## src/kvl_pkg.sv

```systemverilog
// Shared types and constants for the keyframe vector interpolator.
// No dependencies; used by every module of the block.
`default_nettype none

package kvl_pkg;

   localparam int VAL_W    = 32;
   localparam int TIME_W   = 32;
   localparam int KC_W     = 7;
   localparam int KIDX_W   = 6;
   localparam int FRAC_W   = 16;
   localparam int DIFF_W   = VAL_W + 1;
   localparam int PROD_W   = FRAC_W + 1 + DIFF_W;
   localparam int NUM_COMP = 3;
   localparam int COMP_W   = 2;

   localparam logic KIND_LOAD  = 1'b0;
   localparam logic KIND_QUERY = 1'b1;

   typedef struct packed {
      logic [TIME_W-1:0]       key_time;
      logic signed [VAL_W-1:0] x;
      logic signed [VAL_W-1:0] y;
      logic signed [VAL_W-1:0] z;
   } key_word_type;

   typedef struct packed {
      logic              key_wr;
      logic              time_load;
      logic              rd_en;
      logic              prev_load;
      logic              cap_key;
      logic              cap_oor;
      logic              seg_load;
      logic              mul;
      logic              acc;
      logic [COMP_W-1:0] comp;
      logic              out_load;
   } dp_cmd_type;

   typedef struct packed {
      logic t_lt_key;
      logic div_done;
   } dp_status_type;

endpackage

`default_nettype wire

```

## src/kvl_ctrl.sv

```systemverilog
// Controller: handshakes, key count register, search sequencer and the
// interpolation schedule. Depends on kvl_pkg.
`default_nettype none

module kvl_ctrl #(
   parameter int MAX_KEYS = 64
) (
   input  logic                           clock,
   input  logic                           reset,
   input  logic                           req_valid,
   output logic                           req_ready,
   input  logic                           req_kind,
   input  logic                           csr_valid,
   output logic                           csr_ready,
   input  logic [kvl_pkg::KC_W-1:0]       csr_key_count,
   output logic                           rsp_valid,
   input  logic                           rsp_ready,
   output kvl_pkg::dp_cmd_type            cmd,
   output logic [$clog2(MAX_KEYS)-1:0]    rd_addr,
   input  kvl_pkg::dp_status_type         status
);
   import kvl_pkg::*;

   localparam int IDX_W = $clog2(MAX_KEYS);
   localparam int CNT_W = $clog2(MAX_KEYS + 1);

   localparam logic [2:0] S_IDLE  = 3'd0;
   localparam logic [2:0] S_FIRST = 3'd1;
   localparam logic [2:0] S_SCAN  = 3'd2;
   localparam logic [2:0] S_DIV   = 3'd3;
   localparam logic [2:0] S_MUL   = 3'd4;
   localparam logic [2:0] S_ACC   = 3'd5;
   localparam logic [2:0] S_OUT   = 3'd6;

   logic [2:0]        state_ff, state_in;
   logic [CNT_W-1:0]  idx_ff, idx_in, idx_nxt, n_eff;
   logic [COMP_W-1:0] comp_ff, comp_in;
   logic [KC_W-1:0]   key_count_ff, key_count_in;
   logic              rsp_valid_ff, rsp_valid_in;

   // Key count saturated into one up to the store depth.
   always_comb begin
      if (key_count_ff == '0) begin
         n_eff = CNT_W'(1);
      end else if (32'(key_count_ff) > MAX_KEYS) begin
         n_eff = CNT_W'(MAX_KEYS);
      end else begin
         n_eff = CNT_W'(key_count_ff);
      end
   end

   assign idx_nxt      = idx_ff + 1'b1;
   assign key_count_in = csr_valid ? csr_key_count : key_count_ff;

   // idx_ff is the index of the key that the read register holds.
   always_comb begin
      state_in     = state_ff;
      idx_in       = idx_ff;
      comp_in      = comp_ff;
      cmd          = '0;
      rd_addr      = idx_nxt[IDX_W-1:0];
      rsp_valid_in = rsp_valid_ff && !rsp_ready;
      case (state_ff)
         S_IDLE: begin
            if (req_valid) begin
               if (req_kind == KIND_LOAD) begin
                  cmd.key_wr = 1'b1;
               end else begin
                  cmd.time_load = 1'b1;
                  cmd.rd_en     = 1'b1;
                  rd_addr       = '0;
                  idx_in        = '0;
                  state_in      = S_FIRST;
               end
            end
         end
         S_FIRST: begin
            cmd.prev_load = 1'b1;
            if (n_eff == CNT_W'(1)) begin
               cmd.cap_key = 1'b1;
               state_in    = S_OUT;
            end else if (status.t_lt_key) begin
               cmd.cap_key = 1'b1;
               cmd.cap_oor = 1'b1;
               state_in    = S_OUT;
            end else begin
               cmd.rd_en = 1'b1;
               idx_in    = idx_nxt;
               state_in  = S_SCAN;
            end
         end
         S_SCAN: begin
            if (status.t_lt_key) begin
               cmd.seg_load = 1'b1;
               comp_in      = '0;
               state_in     = S_DIV;
            end else begin
               cmd.prev_load = 1'b1;
               if (idx_nxt == n_eff) begin
                  cmd.cap_key = 1'b1;
                  cmd.cap_oor = 1'b1;
                  state_in    = S_OUT;
               end else begin
                  cmd.rd_en = 1'b1;
                  idx_in    = idx_nxt;
               end
            end
         end
         S_DIV: begin
            if (status.div_done) begin
               state_in = S_MUL;
            end
         end
         S_MUL: begin
            cmd.mul  = 1'b1;
            cmd.comp = comp_ff;
            state_in = S_ACC;
         end
         S_ACC: begin
            cmd.acc  = 1'b1;
            cmd.comp = comp_ff;
            if (comp_ff == COMP_W'(NUM_COMP - 1)) begin
               state_in = S_OUT;
            end else begin
               comp_in  = comp_ff + 1'b1;
               state_in = S_MUL;
            end
         end
         S_OUT: begin
            if (!rsp_valid_ff || rsp_ready) begin
               cmd.out_load = 1'b1;
               rsp_valid_in = 1'b1;
               state_in     = S_IDLE;
            end
         end
         default: begin
            state_in = S_IDLE;
         end
      endcase
   end

   always_ff @(posedge clock) begin
      if (reset) begin
         state_ff     <= S_IDLE;
         idx_ff       <= '0;
         comp_ff      <= '0;
         key_count_ff <= KC_W'(1);
         rsp_valid_ff <= 1'b0;
      end else begin
         state_ff     <= state_in;
         idx_ff       <= idx_in;
         comp_ff      <= comp_in;
         key_count_ff <= key_count_in;
         rsp_valid_ff <= rsp_valid_in;
      end
   end

   assign req_ready = state_ff == S_IDLE;
   assign csr_ready = 1'b1;
   assign rsp_valid = rsp_valid_ff;

endmodule

`default_nettype wire

```

## config.mk

```make
export PLATFORM = sky130hd
export DESIGN_NAME = kvl_ctrl
export DESIGN_NICKNAME = d
export VERILOG_FILES = /design/src/kvl_pkg.sv /design/src/kvl_ctrl.sv
export SDC_FILE = /design/constraint.sdc
export NUM_CORES = 1
export LEC_CHECK = 0
export BUFFER_PORTS_ARGS = -buffer_cell sky130_fd_sc_hd__buf_2
export CAP_MARGIN = 40
export CORE_ASPECT_RATIO = 0.75
export CORE_MARGIN = 3
export CORE_UTILIZATION = 35
export DETAILED_ROUTE_END_ITERATION = 10
export PLACE_DENSITY_LB_ADDON = 0.08
export SLEW_MARGIN = 20
export SYNTH_ARGS = -nofsm -noshare
export SYNTH_HDL_FRONTEND = slang
export SYNTH_SLANG_ARGS = --single-unit
```

## constraint.sdc

```tcl
create_clock -name clock -period 3.4 [get_ports clock]
set_clock_uncertainty 0.05 [all_clocks]
set_input_delay 0.85 -clock clock [delete_from_list [all_inputs] [get_ports clock]]
set_output_delay 0.85 -clock clock [all_outputs]
set_load 0.005 [all_outputs]
```

Yosys cells after proc, flatten, opt, wreduce, memory -nomap -nowiden
Cells that the tools add are included.
{"block": "totals", "register_bits": 20, "latch_bits": 0, "ramBits": 0, "mem_bits_ro": 0, "output_inout_bits": 21, "memories": 0}
{"block": "classes", "n_addsub": 2, "mul": 0, "n_div": 0, "n_lt_le_gt_ge": 1, "eq_ne": 20, "shifts": 0, "muxes": 48, "bitwise_logic": 0, "n_reduce_logical": 12}
{"op": "$mux W7", "n": 8}
{"op": "$mux W3", "n": 9}
{"op": "$pmux W3 S7", "n": 1}
{"op": "$pmux W7 S3", "n": 1}
{"op": "$mux W6", "n": 3}
{"op": "$ne A2 B2 Y1 const B", "n": 9}
{"op": "$mux W2", "n": 8}
{"op": "$mux W1", "n": 14}
{"op": "$eq A3 B3 Y1 const B", "n": 3}
{"op": "$add A7 B1 Y7 const B", "n": 1}
{"op": "$eq A7 B1 Y1 const B", "n": 1}
{"op": "$eq A7 B7 Y1", "n": 1}
{"op": "$gt A7 B7 Y1 const B", "n": 1}
{"op": "$logic_not A7 Y1", "n": 1}
{"op": "$reduce_and A7 Y1", "n": 1}
{"op": "$eq A3 B2 Y1 const B", "n": 2}
{"op": "$pmux W3 S2", "n": 1}
{"op": "$reduce_and A5 Y1", "n": 1}
{"op": "$mux W4", "n": 1}
{"op": "$pmux W2 S2", "n": 1}
{"op": "$eq A3 B1 Y1 const B", "n": 1}
{"op": "$logic_not A3 Y1", "n": 1}
{"op": "$ne A3 B3 Y1 const B", "n": 1}
{"op": "$pmux W1 S3", "n": 1}
{"op": "10 further kinds", "n": 11}

Longest topological paths before layout
{"block": "logic_depth", "word_depth": 7, "mapped_depth": 9}

Least setup slack after synthesis
OpenSTA, ideal clock, no wires.
{"block": "synth_timing", "path_type": "register to output", "start": "register idx_ff[0]", "end": "output port cmd[6] (netlist bit)", "arrival_time_ns": 2.053, "path_slack_ns": 0.447, "path_stages_with_launch": 10, "path_cell_list": "dfxtp_1 > ha_1 > nand3_1 > xnor2_1 > or4_1 > nand3_1 > and4_4 > buf_6 > nand2b_1 > a21oi_1"}
{"element": "start: declaration", "line_no": "kvl_ctrl.sv:36", "text": "logic [CNT_W-1:0] idx_ff, idx_in, idx_nxt, n_eff;"}
{"element": "start signal: assignment", "line_no": "kvl_ctrl.sv:151", "text": "idx_ff <= idx_in;"}
{"element": "end: declaration", "line_no": "kvl_ctrl.sv:18", "text": "output kvl_pkg::dp_cmd_type cmd,"}

==> results.sh <==
export IMPL_critPathLaunchType="flop"
export IMPL_cts_made_buffers=3
export IMPL_syn_num_nets=216
export IMPL_fin_ws_ns=0.1368
export IMPL_fin_setup_tns_ns=0
export IMPL_worst_path_max_delay_cell="or4_4"
export IMPL_layout_nets=248
export IMPL_leakage_nw=0.7730
export IMPL_grt_setup_unrepaired="false"
export IMPL_clock_sinks=20
export IMPL_die_height_um=62.34
export IMPL_route_detailed_drc=0
export IMPL_timing_fmax_mhz=306.4
export IMPL_path_class="reg2out"
export IMPL_cp_buffers_inverters=1
export IMPL_fin_crit_ns=3.263
export IMPL_synthArstFlopShare_pct=0
export IMPL_final_core_util_pct=46.26
export IMPL_cp_end_kind="output pin"
export IMPL_routed_wl_um=4104
export IMPL_arrival_ns=2.36
export IMPL_clk_latency_ns=0.26
export IMPL_synth_avg_cell_area_um2=7.444
export IMPL_fin_crit_sh_pct=95.98
export IMPL_finalPower_mw=1.048
export IMPL_synth_edf_count=0
export IMPL_overflow=0
export IMPL_synth_cells=199
export IMPL_ys_ff_latch=20
export IMPL_cts_hold_fix_buffers=0
export IMPL_ys_flop_type="dfxtp_1"
export IMPL_path_max_fanout=6
export IMPL_viasPerCell=5.319
export IMPL_p_per_area_nw_per_um2=588.2
export IMPL_row_count=19
export IMPL_antenna_found_initial=0
export IMPL_cts_max_level=1
export IMPL_hold_violations=0
export IMPL_synth_top_cell_by_area="dfxtp_1"
export IMPL_grt_max_degree=20
export IMPL_die_w_um=81.13
export IMPL_ys_seq_area_share_pct=27.03
export IMPL_pin_count=36
export IMPL_outcome="finished, final reports clean"
export IMPL_core_um2=3851
export IMPL_io_buffers=34
export IMPL_fp_dieArea_um2=5057
export IMPL_first_global_vias=1396
export IMPL_layout_drive_gt1_share_pct=26.09
export IMPL_dp_hpwl_um=3174
export IMPL_postRouteAntennaNets=0
export IMPL_syn_to_final_growth_pct=20.27
export IMPL_ys_types=47
export IMPL_crit_family="compound AO/OA/AOI/OAI gates"
export IMPL_maxSlewHeadroom_pct=61.48
export IMPL_final_cells=282
export IMPL_clk_pin_slew_ns=0.07
export IMPL_drv_cap=0
export IMPL_nFillCells=407
export IMPL_worst_pin_slew_ns=0.5777
export IMPL_synth_area_leaders="dfxtp_1 27%, mux2i_1 6.1%, nor2_1 6.1%"
export IMPL_routabilityCongestion=0.8781
export IMPL_hold_path_class="reg2reg"
export IMPL_tritoncts="done"
export IMPL_syn_cell_area_um2=1481
export IMPL_final_cell_area_um2=1782
export IMPL_path_cells="or4_4, o31a_1, o21ai_2, nand2_1, a21boi_4, buf_2"
export IMPL_wl_per_cell_um=14.55
export IMPL_ys_warn_count=0
export IMPL_diodes=0
export IMPL_maxSlewViolCount=0
export IMPL_ir_drop_v=0.0002277
export IMPL_critPathMaxStageDelay_ns=0.58
export IMPL_clockRootBuffer="clkbuf_8"
export IMPL_drtIter0Drc=72
export IMPL_start_util_pct=38.47
export IMPL_drtPass1Iterations=4
export IMPL_grt_usage_pct=16.88
export IMPL_place_ws_ns=0.2588
export IMPL_cts_buffer_depth=2
export IMPL_whs_ns=0.4557
export IMPL_post_dp_cell_area_um2=1683
export IMPL_yosys_area_top_type_share_pct=27.03
export IMPL_vias=1500
export IMPL_dpl_cell_count=276
export IMPL_cp_required_ns=2.50
export IMPL_grt_pass1_wl_um=6837
export IMPL_finalSetupViolations=0
==> flip-flops by register name (all words and copies together), names as in the netlist <==
register and flops:
key_count_ff 7, state_ff 3, idx_ff 7, rsp_valid 1
comp_ff 2
==> layer usage <==
metal  GRT usage (%)  up-vias  wire, um
met4           3.797        0        36
li1                -      752         -
met1           25.83      693      2071
met5               0        -         0
met2           23.87       49      1782
met3           3.468        6       212
==> timing repair <==
item	4_1_cts	5_1_grt
pin swaps	1	0
resized for setup	1	6
setup endpoints to repair	2	3
buffers inserted	2	0
==> layout make-up <==
class / instances / area [um^2] / area share (%)
Inverter: 9 / 33.78 / 1.896
Clock buffer: 4 / 55.05 / 3.090
Tap cell: 52 / 65.06 / 3.652
Sequential cell: 20 / 404.1 / 22.68
Multi-Input combinational cell: 158 / 1016 / 57.02
Timing Repair Buffer: 39 / 207.7 / 11.66
==> cell families (layout without fill, tap and decap cells) <==
logic type	after synthesis	count (layout)	synth area share, %
other cells	1	1	0.2531
buf+inv	21	52	6.081
flops	20	20	27.03
simple gates	90	90	31.33
compound gates	48	48	21.88
xor+xnor	8	8	5.659
fa+ha+maj	2	2	1.689
mux	9	9	6.081
==> path summary, 6_finish.rpt <==
kind | to | depth (start not counted) | startpoint | slack (ns)
max reg2reg | idx_ff[2]$_SDFFE_PP0P_ | 7 | key_count_ff[1]$_SDFFE_PP0P_ | 1.09
min | idx_ff[1]$_SDFFE_PP0P_ | 2 | idx_ff[1]$_SDFFE_PP0P_ | 0.46
max | cmd[9] | 6 | key_count_ff[1]$_SDFFE_PP0P_ | 0.14
min reg2reg | idx_ff[1]$_SDFFE_PP0P_ | 2 | idx_ff[1]$_SDFFE_PP0P_ | 0.46
==> Yosys cell counts (2+ instances only) <==
master    count
mux2i_1       9
o22ai_1       2
and3_1        2
ha_1          2
nor2_1       24
inv_1         8
a21boi_0      4
nor2b_1       5
clkbuf_1     10
a31oi_1       4
nor3b_1       3
xor2_1        2
nand3_1       8
a21oi_2       2
nand4_1       2
nand2_1      18
o21ai_0       7
nand2b_1      9
a21oi_1      15
dfxtp_1      20
nor3_1        8
a21o_1        5
and2_1        2
xnor2_1       5
==> where the power goes <==
group          internal [mW]  total, mW  switching [mW]
clock network          0.103      0.186          0.0826
registers              0.263      0.310          0.0470
logic                  0.231      0.552           0.321
==> cell usage in the layout (no fill, tap or decap), drive strengths merged, types with 5 or more instances in the layout <==
cell type,instances
a21boi,5
a21o,5
a21oi,17
buf,39
dfxtp,20
inv,8
mux2i,9
nand2,18
nand2b,9
nand3,8
nor2,25
nor2b,5
nor3,9
o21ai,9
xnor2,5
==> worst reg2reg max path, delay by kind of cell (launching register included) <==
kind	cells	cell delay (ns)
AO/OA/AOI/OAI	5	1.05
AND/OR/NAND/NOR	2	0.78
flip-flops	1	0.34
No activity file was read; power rests on OpenSTA's default activity.
